**src/hdl/nvas_pkg.sv**
```systemverilog
// shared types and constants of the vc allocator and link scheduler
// no dependencies; imported by nvas_sched and the top level

package nvas_pkg;

  localparam int NUM_VNETS_DEF   = 4;
  localparam int VC_PER_VNET_DEF = 4;

  localparam int MASK_W      = 16;
  localparam int STAMP_W     = 32;
  localparam int CREDIT_W    = 4;
  localparam int VC_ID_MAX_W = 6;
  localparam int ORDER_W     = 4;

  localparam logic [STAMP_W-1:0]  STAMP_NONE = '1;
  localparam logic [STAMP_W-1:0]  CYCLE_MAX  = 32'hFFFF_FFFE;
  localparam logic [CREDIT_W-1:0] CREDIT_MAX = '1;

  localparam logic [31:0]         THRESHOLD_RESET = 32'd50000;
  localparam logic [ORDER_W-1:0]  ORDERED_RESET   = 4'd0;
  localparam logic [CREDIT_W-1:0] BUFFERS_RESET   = 4'd4;

  // register indexes, taken from paddr[3:2]
  localparam logic [1:0] REG_THRESHOLD = 2'd0;
  localparam logic [1:0] REG_ORDERED   = 2'd1;
  localparam logic [1:0] REG_BUFFERS   = 2'd2;

  typedef struct packed {
    logic                   found;
    logic [VC_ID_MAX_W-1:0] vc;
  } send_pick_t;

endpackage

```
**src/hdl/nvas_sched.sv**
```systemverilog
// output link scheduler: rotating priority pick over ready channels with credit,
// with the oldest-first rule inside ordered vnets; depends on nvas_pkg

module nvas_sched #(
  parameter int NUM_VNETS   = nvas_pkg::NUM_VNETS_DEF,
  parameter int VC_PER_VNET = nvas_pkg::VC_PER_VNET_DEF,
  parameter int NUM_VCS     = NUM_VNETS * VC_PER_VNET,
  parameter int NW          = (NUM_VCS > 1) ? $clog2(NUM_VCS) : 1
) (
  input  logic [NUM_VCS-1:0]                        ready,
  input  logic [NUM_VCS-1:0]                        credit_nz,
  input  logic [NUM_VCS-1:0][nvas_pkg::STAMP_W-1:0] stamp,
  input  logic [NUM_VNETS-1:0]                      ordered,
  input  logic [NW-1:0]                             start,
  output nvas_pkg::send_pick_t                      pick
);
  import nvas_pkg::*;

  logic [NUM_VCS-1:0] cand;

  for (genvar c = 0; c < NUM_VCS; c++) begin : g_vc
    localparam int VN   = c / VC_PER_VNET;
    localparam int BASE = VN * VC_PER_VNET;
    logic [VC_PER_VNET-1:0] older;
    for (genvar j = 0; j < VC_PER_VNET; j++) begin : g_peer
      assign older[j] = ready[BASE+j] && (stamp[BASE+j] < stamp[c]);
    end
    assign cand[c] = ready[c] && credit_nz[c] && !(ordered[VN] && (|older));
  end

  // first candidate at or after start, wrapping
  always_comb begin
    logic [NW:0] idx;
    pick = '0;
    for (int i = NUM_VCS - 1; i >= 0; i--) begin
      idx = {1'b0, start} + (NW+1)'(i);
      if (idx >= (NW+1)'(NUM_VCS)) begin
        idx = idx - (NW+1)'(NUM_VCS);
      end
      if (cand[idx[NW-1:0]]) begin
        pick.found = 1'b1;
        pick.vc    = VC_ID_MAX_W'(idx[NW-1:0]);
      end
    end
  end

endmodule

```
**src/hdl/noc_ni_vc_allocator_and_scheduler.sv**
```systemverilog
// Virtual channel allocator and output link scheduler of a network interface.
// Each transfer on the input channel is one network cycle: an optional vc request
// for a vnet, the ready and tail masks of the vc buffers and at most one returned credit.
// It yields exactly one result transfer. The block takes one item every clock
// cycle unless out_stall holds the result; an item enters an input register
// and its result is registered in the output register. The single pass between
// them holds the per-vnet round-robin idle search and the rotating priority
// pick over all channels with the stamp compares of ordered vnets. Writing
// buffers_per_vc reloads every channel's credits at once; no clearing pass.
// Depends on nvas_pkg and nvas_sched.

module noc_ni_vc_allocator_and_scheduler #(
  parameter int NUM_VNETS   = nvas_pkg::NUM_VNETS_DEF,
  parameter int VC_PER_VNET = nvas_pkg::VC_PER_VNET_DEF
) (
  input  logic        clk,
  input  logic        rst,
  // configuration
  input  logic        psel,
  input  logic        penable,
  input  logic        pwrite,
  input  logic [3:0]  paddr,
  input  logic [31:0] pwdata,
  output logic [31:0] prdata,
  output logic        pready,
  // input channel
  input  logic        in_valid,
  output logic        in_stall,
  input  logic        alloc_req,
  input  logic [1:0]  alloc_vnet,
  input  logic [15:0] ready_mask,
  input  logic [15:0] tail_mask,
  input  logic        credit_valid,
  input  logic [3:0]  credit_vc,
  input  logic        credit_free,
  // result channel
  output logic        out_valid,
  input  logic        out_stall,
  output logic        alloc_granted,
  output logic [3:0]  alloc_vc,
  output logic        deadlock_alarm,
  output logic        send_valid,
  output logic [3:0]  send_vc
);
  import nvas_pkg::*;

  localparam int NUM_VCS = NUM_VNETS * VC_PER_VNET;
  localparam int VW      = (VC_PER_VNET > 1) ? $clog2(VC_PER_VNET) : 1;
  localparam int NW      = (NUM_VCS > 1) ? $clog2(NUM_VCS) : 1;
  localparam int NVW     = (NUM_VNETS > 1) ? $clog2(NUM_VNETS) : 1;

  // configuration registers
  logic [31:0]         deadlock_threshold;
  logic [ORDER_W-1:0]  ordered_vnet_mask;
  logic [CREDIT_W-1:0] buffers_per_vc;
  logic                cfg_write;

  // input register
  logic              in_full;
  logic              alloc_req_r;
  logic [1:0]        alloc_vnet_r;
  logic [MASK_W-1:0] ready_r;
  logic [MASK_W-1:0] tail_r;
  logic              credit_valid_r;
  logic [3:0]        credit_vc_r;
  logic              credit_free_r;

  // channel state
  logic [NUM_VNETS-1:0][VC_PER_VNET-1:0] vc_active;
  logic [NUM_VCS-1:0][CREDIT_W-1:0]      vc_credits;
  logic [NUM_VCS-1:0][STAMP_W-1:0]       vc_stamp;
  logic [NUM_VNETS-1:0][VW-1:0]          alloc_ptr;
  logic [NUM_VNETS-1:0][31:0]            busy_count;
  logic [NW-1:0]                         rr_ptr;
  logic [STAMP_W-1:0]                    cycle_count;

  logic advance;
  logic accept;

  assign pready    = 1'b1;
  assign cfg_write = psel && penable && pwrite && pready;

  always_comb begin
    unique case (paddr[3:2])
      REG_THRESHOLD: prdata = deadlock_threshold;
      REG_ORDERED:   prdata = {{(32-ORDER_W){1'b0}}, ordered_vnet_mask};
      REG_BUFFERS:   prdata = {{(32-CREDIT_W){1'b0}}, buffers_per_vc};
      default:       prdata = '0;
    endcase
  end

  always_ff @(posedge clk) begin
    if (rst) begin
      deadlock_threshold <= THRESHOLD_RESET;
      ordered_vnet_mask  <= ORDERED_RESET;
      buffers_per_vc     <= BUFFERS_RESET;
    end else if (cfg_write) begin
      unique case (paddr[3:2])
        REG_THRESHOLD: deadlock_threshold <= pwdata;
        REG_ORDERED:   ordered_vnet_mask  <= pwdata[ORDER_W-1:0];
        REG_BUFFERS:   buffers_per_vc     <= pwdata[CREDIT_W-1:0];
        default: ;
      endcase
    end
  end

  // handshake
  assign advance  = in_full && (!out_valid || !out_stall);
  assign in_stall = in_full && !advance;
  assign accept   = in_valid && !in_stall;

  always_ff @(posedge clk) begin
    if (rst) begin
      in_full <= 1'b0;
    end else if (accept) begin
      in_full <= 1'b1;
    end else if (advance) begin
      in_full <= 1'b0;
    end
  end

  always_ff @(posedge clk) begin
    if (accept) begin
      alloc_req_r    <= alloc_req;
      alloc_vnet_r   <= alloc_vnet;
      ready_r        <= ready_mask;
      tail_r         <= tail_mask;
      credit_valid_r <= credit_valid;
      credit_vc_r    <= credit_vc;
      credit_free_r  <= credit_free;
    end
  end

  // allocation
  logic                   vnet_ok;
  logic [NVW-1:0]         vnet_idx;
  logic [VC_PER_VNET-1:0] idle_slice;
  logic [VW-1:0]          ptr_cur;
  logic                   idle_found;
  logic [VW-1:0]          gdelta;
  logic                   grant;
  logic [NW-1:0]          gvc;
  logic [NW+3:0]          gvc_wide;
  logic [VW-1:0]          ptr_after;
  logic [31:0]            busy_cur;
  logic [31:0]            busy_inc;
  logic                   alarm;

  assign vnet_ok    = alloc_req_r && (int'(alloc_vnet_r) < NUM_VNETS);
  assign vnet_idx   = NVW'(alloc_vnet_r);
  assign idle_slice = ~vc_active[vnet_idx];
  assign ptr_cur    = alloc_ptr[vnet_idx];

  always_comb begin
    logic [VW:0] s;
    idle_found = 1'b0;
    gdelta     = '0;
    for (int k = VC_PER_VNET - 1; k >= 0; k--) begin
      s = {1'b0, ptr_cur} + (VW+1)'(k);
      if (s >= (VW+1)'(VC_PER_VNET)) begin
        s = s - (VW+1)'(VC_PER_VNET);
      end
      if (idle_slice[s[VW-1:0]]) begin
        idle_found = 1'b1;
        gdelta     = s[VW-1:0];
      end
    end
  end

  assign grant     = vnet_ok && idle_found;
  assign gvc       = NW'(int'(vnet_idx) * VC_PER_VNET + int'(gdelta));
  assign gvc_wide  = {4'b0000, gvc};
  assign ptr_after = (gdelta == VW'(VC_PER_VNET - 1)) ? '0 : gdelta + 1'b1;

  assign busy_cur = busy_count[vnet_idx];
  assign busy_inc = (busy_cur == '1) ? busy_cur : busy_cur + 32'd1;
  assign alarm    = vnet_ok && !idle_found && (busy_inc > deadlock_threshold);

  // scheduling inputs as seen after this cycle's allocation
  logic [NUM_VCS-1:0]              grant_vec;
  logic [NUM_VCS-1:0]              ready_ext;
  logic [NUM_VCS-1:0]              tail_ext;
  logic [NUM_VCS-1:0]              credit_nz;
  logic [NUM_VCS-1:0][STAMP_W-1:0] stamp_eff;
  logic [NUM_VNETS-1:0]            ordered_ext;
  logic [NW-1:0]                   rr_next;
  send_pick_t                      pick;
  logic [NW-1:0]                   svc;
  logic [NW+3:0]                   svc_wide;
  logic [NUM_VCS-1:0]              send_vec;
  logic [NUM_VCS-1:0]              credit_hit;

  for (genvar c = 0; c < NUM_VCS; c++) begin : g_ch
    if (c < MASK_W) begin : g_in_mask
      assign ready_ext[c] = ready_r[c];
      assign tail_ext[c]  = tail_r[c];
    end else begin : g_out_mask
      assign ready_ext[c] = 1'b0;
      assign tail_ext[c]  = 1'b0;
    end
    assign grant_vec[c]  = grant && (gvc == NW'(c));
    assign credit_nz[c]  = (vc_credits[c] != '0);
    assign stamp_eff[c]  = grant_vec[c] ? cycle_count : vc_stamp[c];
    assign send_vec[c]   = pick.found && (svc == NW'(c));
    assign credit_hit[c] = credit_valid_r && (int'(credit_vc_r) == c);
  end

  for (genvar v = 0; v < NUM_VNETS; v++) begin : g_vn
    if (v < ORDER_W) begin : g_mask
      assign ordered_ext[v] = ordered_vnet_mask[v];
    end else begin : g_none
      assign ordered_ext[v] = 1'b0;
    end
  end

  assign rr_next = (rr_ptr == NW'(NUM_VCS - 1)) ? '0 : rr_ptr + 1'b1;

  nvas_sched #(
    .NUM_VNETS   (NUM_VNETS),
    .VC_PER_VNET (VC_PER_VNET)
  ) u_sched (
    .ready     (ready_ext),
    .credit_nz (credit_nz),
    .stamp     (stamp_eff),
    .ordered   (ordered_ext),
    .start     (rr_next),
    .pick      (pick)
  );

  assign svc      = pick.vc[NW-1:0];
  assign svc_wide = {4'b0000, svc};

  // per-channel next state
  logic [NUM_VCS-1:0][CREDIT_W-1:0] vc_credits_next;
  logic [NUM_VCS-1:0][STAMP_W-1:0]  vc_stamp_next;
  logic [NUM_VCS-1:0]               vc_active_next;

  always_comb begin
    logic [CREDIT_W-1:0] cr;
    for (int c = 0; c < NUM_VCS; c++) begin
      cr = send_vec[c] ? vc_credits[c] - 1'b1 : vc_credits[c];
      if (credit_hit[c] && (cr != CREDIT_MAX)) begin
        cr = cr + 1'b1;
      end
      vc_credits_next[c] = cr;

      if (send_vec[c] && tail_ext[c]) begin
        vc_stamp_next[c] = STAMP_NONE;
      end else begin
        vc_stamp_next[c] = stamp_eff[c];
      end

      if (credit_hit[c] && credit_free_r) begin
        vc_active_next[c] = 1'b0;
      end else begin
        vc_active_next[c] = grant_vec[c] || vc_active[c / VC_PER_VNET][c % VC_PER_VNET];
      end
    end
  end

  always_ff @(posedge clk) begin
    if (rst) begin
      vc_active   <= '0;
      vc_stamp    <= {NUM_VCS{STAMP_NONE}};
      vc_credits  <= {NUM_VCS{BUFFERS_RESET}};
      alloc_ptr   <= '0;
      busy_count  <= '0;
      rr_ptr      <= '0;
      cycle_count <= '0;
    end else if (cfg_write && (paddr[3:2] == REG_BUFFERS)) begin
      vc_credits <= {NUM_VCS{pwdata[CREDIT_W-1:0]}};
    end else if (advance) begin
      vc_active  <= vc_active_next;
      vc_stamp   <= vc_stamp_next;
      vc_credits <= vc_credits_next;
      rr_ptr     <= rr_next;
      if (cycle_count != CYCLE_MAX) begin
        cycle_count <= cycle_count + 32'd1;
      end
      if (grant) begin
        alloc_ptr[vnet_idx]  <= ptr_after;
        busy_count[vnet_idx] <= '0;
      end else if (vnet_ok) begin
        busy_count[vnet_idx] <= busy_inc;
      end
    end
  end

  // result register
  always_ff @(posedge clk) begin
    if (rst) begin
      out_valid <= 1'b0;
    end else if (advance) begin
      out_valid <= 1'b1;
    end else if (!out_stall) begin
      out_valid <= 1'b0;
    end
  end

  always_ff @(posedge clk) begin
    if (advance) begin
      alloc_granted  <= grant;
      alloc_vc       <= grant ? gvc_wide[3:0] : 4'd0;
      deadlock_alarm <= alarm;
      send_valid     <= pick.found;
      send_vc        <= pick.found ? svc_wide[3:0] : 4'd0;
    end
  end

`ifndef ASSERT_OFF
  a_grant_no_alarm: assert property (@(posedge clk) disable iff (rst)
    out_valid |-> !(alloc_granted && deadlock_alarm))
    else $error("grant and deadlock alarm in the same result");

  a_cycle_sat: assert property (@(posedge clk) disable iff (rst)
    cycle_count != STAMP_NONE)
    else $error("cycle count reached the empty stamp value");

  a_held_item: assert property (@(posedge clk) disable iff (rst)
    (in_full && !advance) |=> (in_full && $stable(ready_r) && $stable(alloc_vnet_r)))
    else $error("stalled item left the input register");

  a_send_credit: assert property (@(posedge clk) disable iff (rst)
    (advance && pick.found) |-> credit_nz[svc])
    else $error("flit scheduled on a channel without credit");
`endif

endmodule
```
**config.mk**
```make
export PLATFORM = sky130hd
export DESIGN_NAME = noc_ni_vc_allocator_and_scheduler
export DESIGN_NICKNAME = d
export VERILOG_FILES = /design/src/hdl/nvas_pkg.sv /design/src/hdl/nvas_sched.sv /design/src/hdl/noc_ni_vc_allocator_and_scheduler.sv
export SDC_FILE = /design/constraint.sdc
export NUM_CORES = 2
export LEC_CHECK = 0
export BUFFER_PORTS_ARGS = -buffer_cell sky130_fd_sc_hd__clkbuf_2
export CORE_AREA = 3 3 414 375
export CTS_BUF_LIST = sky130_fd_sc_hd__clkbuf_4 sky130_fd_sc_hd__clkbuf_8 sky130_fd_sc_hd__clkbuf_16
export DETAILED_ROUTE_END_ITERATION = 8
export DIE_AREA = 0 0 417 378
export HOLD_SLACK_MARGIN = 0.1
export PLACE_DENSITY = 0.67
export SLEW_MARGIN = 20
export SYNTH_ARGS = -nofsm -noshare
export SYNTH_HDL_FRONTEND = slang
export SYNTH_SLANG_ARGS = --single-unit
```
**constraint.sdc**
```tcl
create_clock -name clk -period 19.25 [get_ports clk]
set_input_delay 0.9625 -clock clk [delete_from_list [all_inputs] [get_ports clk]]
set_output_delay 0.9625 -clock clk [all_outputs]
set_load 0.02 [all_outputs]
```
==> flow_metrics.py <==
metrics = {
    "run_status": {
        "status": "complete, no violations",
    },
    "grt": {
        "grt_busiest_layer": "met2",
        "grt_pass1_wl_mm": 376.1,
        "grt_pass1_vias": 61950,
        "grt_util_all_layers": 0.3023,
        "grtUsageMet1": 0.4176,
        "antenna_found_initial": 9,
        "use_met3": 0.05522,
        "overflow": 0,
        "grt_max_degree": 196,
        "met2_usage": 0.4613,
    },
    "setup_path": {
        "path_buf_inv": 6,
        "crit_fanout": 40,
        "required_ns": 19.91,
        "critPathTopFamily": "simple AND/OR/NAND/NOR gates",
        "start_kind": "flop",
        "critPathCaptureType": "flop",
        "crit_type": "reg -> reg",
        "cp_slowest_stage_delay_ns": 0.97,
        "crit_slowest_cell": "nor4_1",
        "cp.arrival_ns": 14.51,
    },
    "route": {
        "drt_iter0_markers": 6731,
        "wire_per_inst_um": 23.68,
        "avgViaCountPerCell": 6.341,
        "wirelength_mm": 248.0,
        "ant_nets": 0,
        "drtPass1Iterations": 8,
        "vias": 66400,
        "drc": 0,
    },
    "clocking": {
        "cts_tree": "done",
        "numCtsBuffers": 98,
        "cts_num_sinks": 858,
        "cts_root_buf": "clkbuf_16",
        "clock_tree.buffer_depth": 3,
        "clk_latency_ns": 0.75,
        "htreeDepth": 3,
        "postCtsHoldBufs": 0,
        "clk_pin_slew_ns": 0.06,
        "cts_resized": 0,
        "post_cts_buffers": 0,
    },
    "final_layout": {
        "final_cell_mix": "nand2_1, ha_1, dfxtp_1",
        "syn2layout_area_growth_pct": 8.550,
        "drive_gt1_frac": 0.1099,
        "layout_commonest_cell": "nand2_1",
        "fillCellCount": 14510,
        "finish.utilization": 0.4887,
        "final_cells": 10470,
        "nets": 9283,
    },
    "power_and_ir_drop": {
        "vdd_drop_max_mv": 0.07062,
        "cellLeakagePower_nw": 31.87,
        "p_per_area_mw_per_mm2": 68.06,
    },
    "synthesis": {
        "ys_warn_count": 0,
        "synth-main-ff-cell": "dfxtp_1",
        "synth_edf_count": 52,
        "syn_area_mm2": 0.06790,
        "yosysTopAreaCell": "dfxtp_1",
        "synth_area_per_cell_um2": 7.884,
        "synth_area_leaders": "dfxtp_1, ha_1, nand2_1, a21oi_1, nand2b_1",
        "async_reset_ff_frac": 0,
        "yosysUniqueCellTypes": 109,
        "synth_top_area_frac": 0.2376,
        "syn_inst": 8613,
        "syn_nets": 9496,
        "ys_ff_latch": 858,
        "yosysSeqAreaShare": 0.2606,
    },
    "floorplan": {
        "start_util": 0.4502,
        "die_h_um": 378,
        "ioPinCount": 130,
        "coreArea_mm2": 0.1508,
        "rows": 135,
        "die_area_mm2": 0.1576,
        "die_w_um": 417,
    },
    "sta": {
        "slew_violations": 0,
        "timing.hold.ws_ns": 0.3934,
        "max_freq_mhz": 72.20,
        "layout_setup_ws_ns": 5.400,
        "final-hold-violation-count": 0,
        "rsz0062_at_grt": "no",
        "timing.setup.tns_ns": 0,
        "period_needed_ns": 13.85,
        "worst_pin_slew_ns": 1.224,
        "finalSetupViolations": 0,
        "clock_skew_ns": 0.04745,
        "maxSlewHeadroom": 0.1837,
        "period_share": 0.7195,
    },
    "placed_design": {
        "hpwl_mm": 175.1,
        "place_ws_ns": 5.904,
        "routabilityCongestion": 0.9889,
        "dp.cells": 10290,
        "portBuffers": 126,
    },
    "hold_path": {
        "min-delay-path-class": "in -> reg",
    },
    "run": {
        "drv_cap": 0,
    },
}
## worst register-to-register path, delay by kind of cell, from the launching register on
kind | cells | cell delay, ns
AO/OA/AOI/OAI | 14 | 4.43
flip-flops | 1 | 0.32
AND/OR/NAND/NOR | 19 | 5.20
adder cells (fa/ha/maj) | 3 | 0.82
multiplexers | 3 | 0.87
buffers and inverters | 6 | 2.16
## power breakdown
group          switching (W)  internal [W]  total (W)
Clock               0.000857       0.00124    0.00210
Combinational       0.000708      0.000349    0.00106
Sequential         0.0000360       0.00182    0.00186
Total                0.00160       0.00342    0.00502
## state kept, by name, summed over array words and instances, names as in the netlist, 2 cells and up
register            count
vc_stamp              512
busy_count            128
vc_credits             64
cycle_count            32
deadlock_threshold     32
ready_ext              16
tail_ext               16
vc_active              16
alloc_ptr               8
alloc_vc                4
buffers_per_vc          4
credit_vc_r             4
ordered_ext             4
rr_ptr                  4
send_vc                 4
alloc_vnet_r            2
## path summary, 6_finish.rpt
check / start / endpoint / slack, ns / depth (start not counted)
worst max-delay path: alloc_vnet_r[1]$_DFFE_PP_ / vc_credits[19]$_SDFFE_PP0P_ / 5.40 / 45
worst min-delay path: ready_mask[10] / ready_ext[10]$_DFFE_PP_ / 0.39 / 1
worst max register to register: alloc_vnet_r[1]$_DFFE_PP_ / vc_credits[19]$_SDFFE_PP0P_ / 5.40 / 45
worst min register to register: buffers_per_vc[2]$_SDFFE_PP1P_ / buffers_per_vc[2]$_SDFFE_PP1P_ / 0.45 / 2
## layer usage
layer / wire length (um) / up-vias
met5: 13 / -
met4: 11530 / 2
met3: 22760 / 566
met2: 105800 / 3008
met1: 107900 / 31940
li1: - / 30890
## per-stage QoR
stage	instance area, um^2	power (W)
3_3_place_gp	70070	0.002900
6_report	73710	0.005016
3_5_place_dp	70080	0.002918
4_1_cts	73700	0.005014
5_1_grt	73700	0.005197
2_1_floorplan	67900	0.002590
## synth_stat cells, drive strengths merged, types with 42 or more instances
cell and number:
nand2 1034, dfxtp 806, ha 799, a21oi 628, nor2 570, clkbuf 472
inv 467, nand2b 451, o22ai 443, o21ai 332, mux2 249, nand4 202
nor3 192, nand3 172, mux2i 157, a21o 138, or2 116, xnor2 103
buf 100, a211oi 81, and3 71, nor4 64, and2 63, nor2b 53
edfxtp 52, o211ai 50, xor2 50, a31oi 46, mux4 42, o21a 42
## final cells by class
cell class / instances / area (um^2) / share of cell area
clock inverter: 54 / 838.3 / 0.01137
tap: 1986 / 2485 / 0.03371
timing repair buffer: 259 / 1668 / 0.02263
multi-input combinational: 6715 / 46470 / 0.6304
clock buffer: 129 / 2778 / 0.03768
sequential: 858 / 17710 / 0.2402
inverter: 468 / 1759 / 0.02387
antenna: 3 / 7.507 / 0.0001019
## cell families (layout without fill, tap and decap cells)
logic type,Yosys count,after routing,synth area share
flip-flops,858,858,0.2606
adder cells (fa/ha/maj),799,799,0.1472
other,1,4,0.00005523
XOR/XNOR,153,153,0.01973
AO/OA/AOI/OAI,2186,2186,0.2081
buffers and inverters,1040,910,0.05906
AND/OR/NAND/NOR,3128,3128,0.2267
multiplexers,448,448,0.07848
Power figures use the tool's default switching activity.
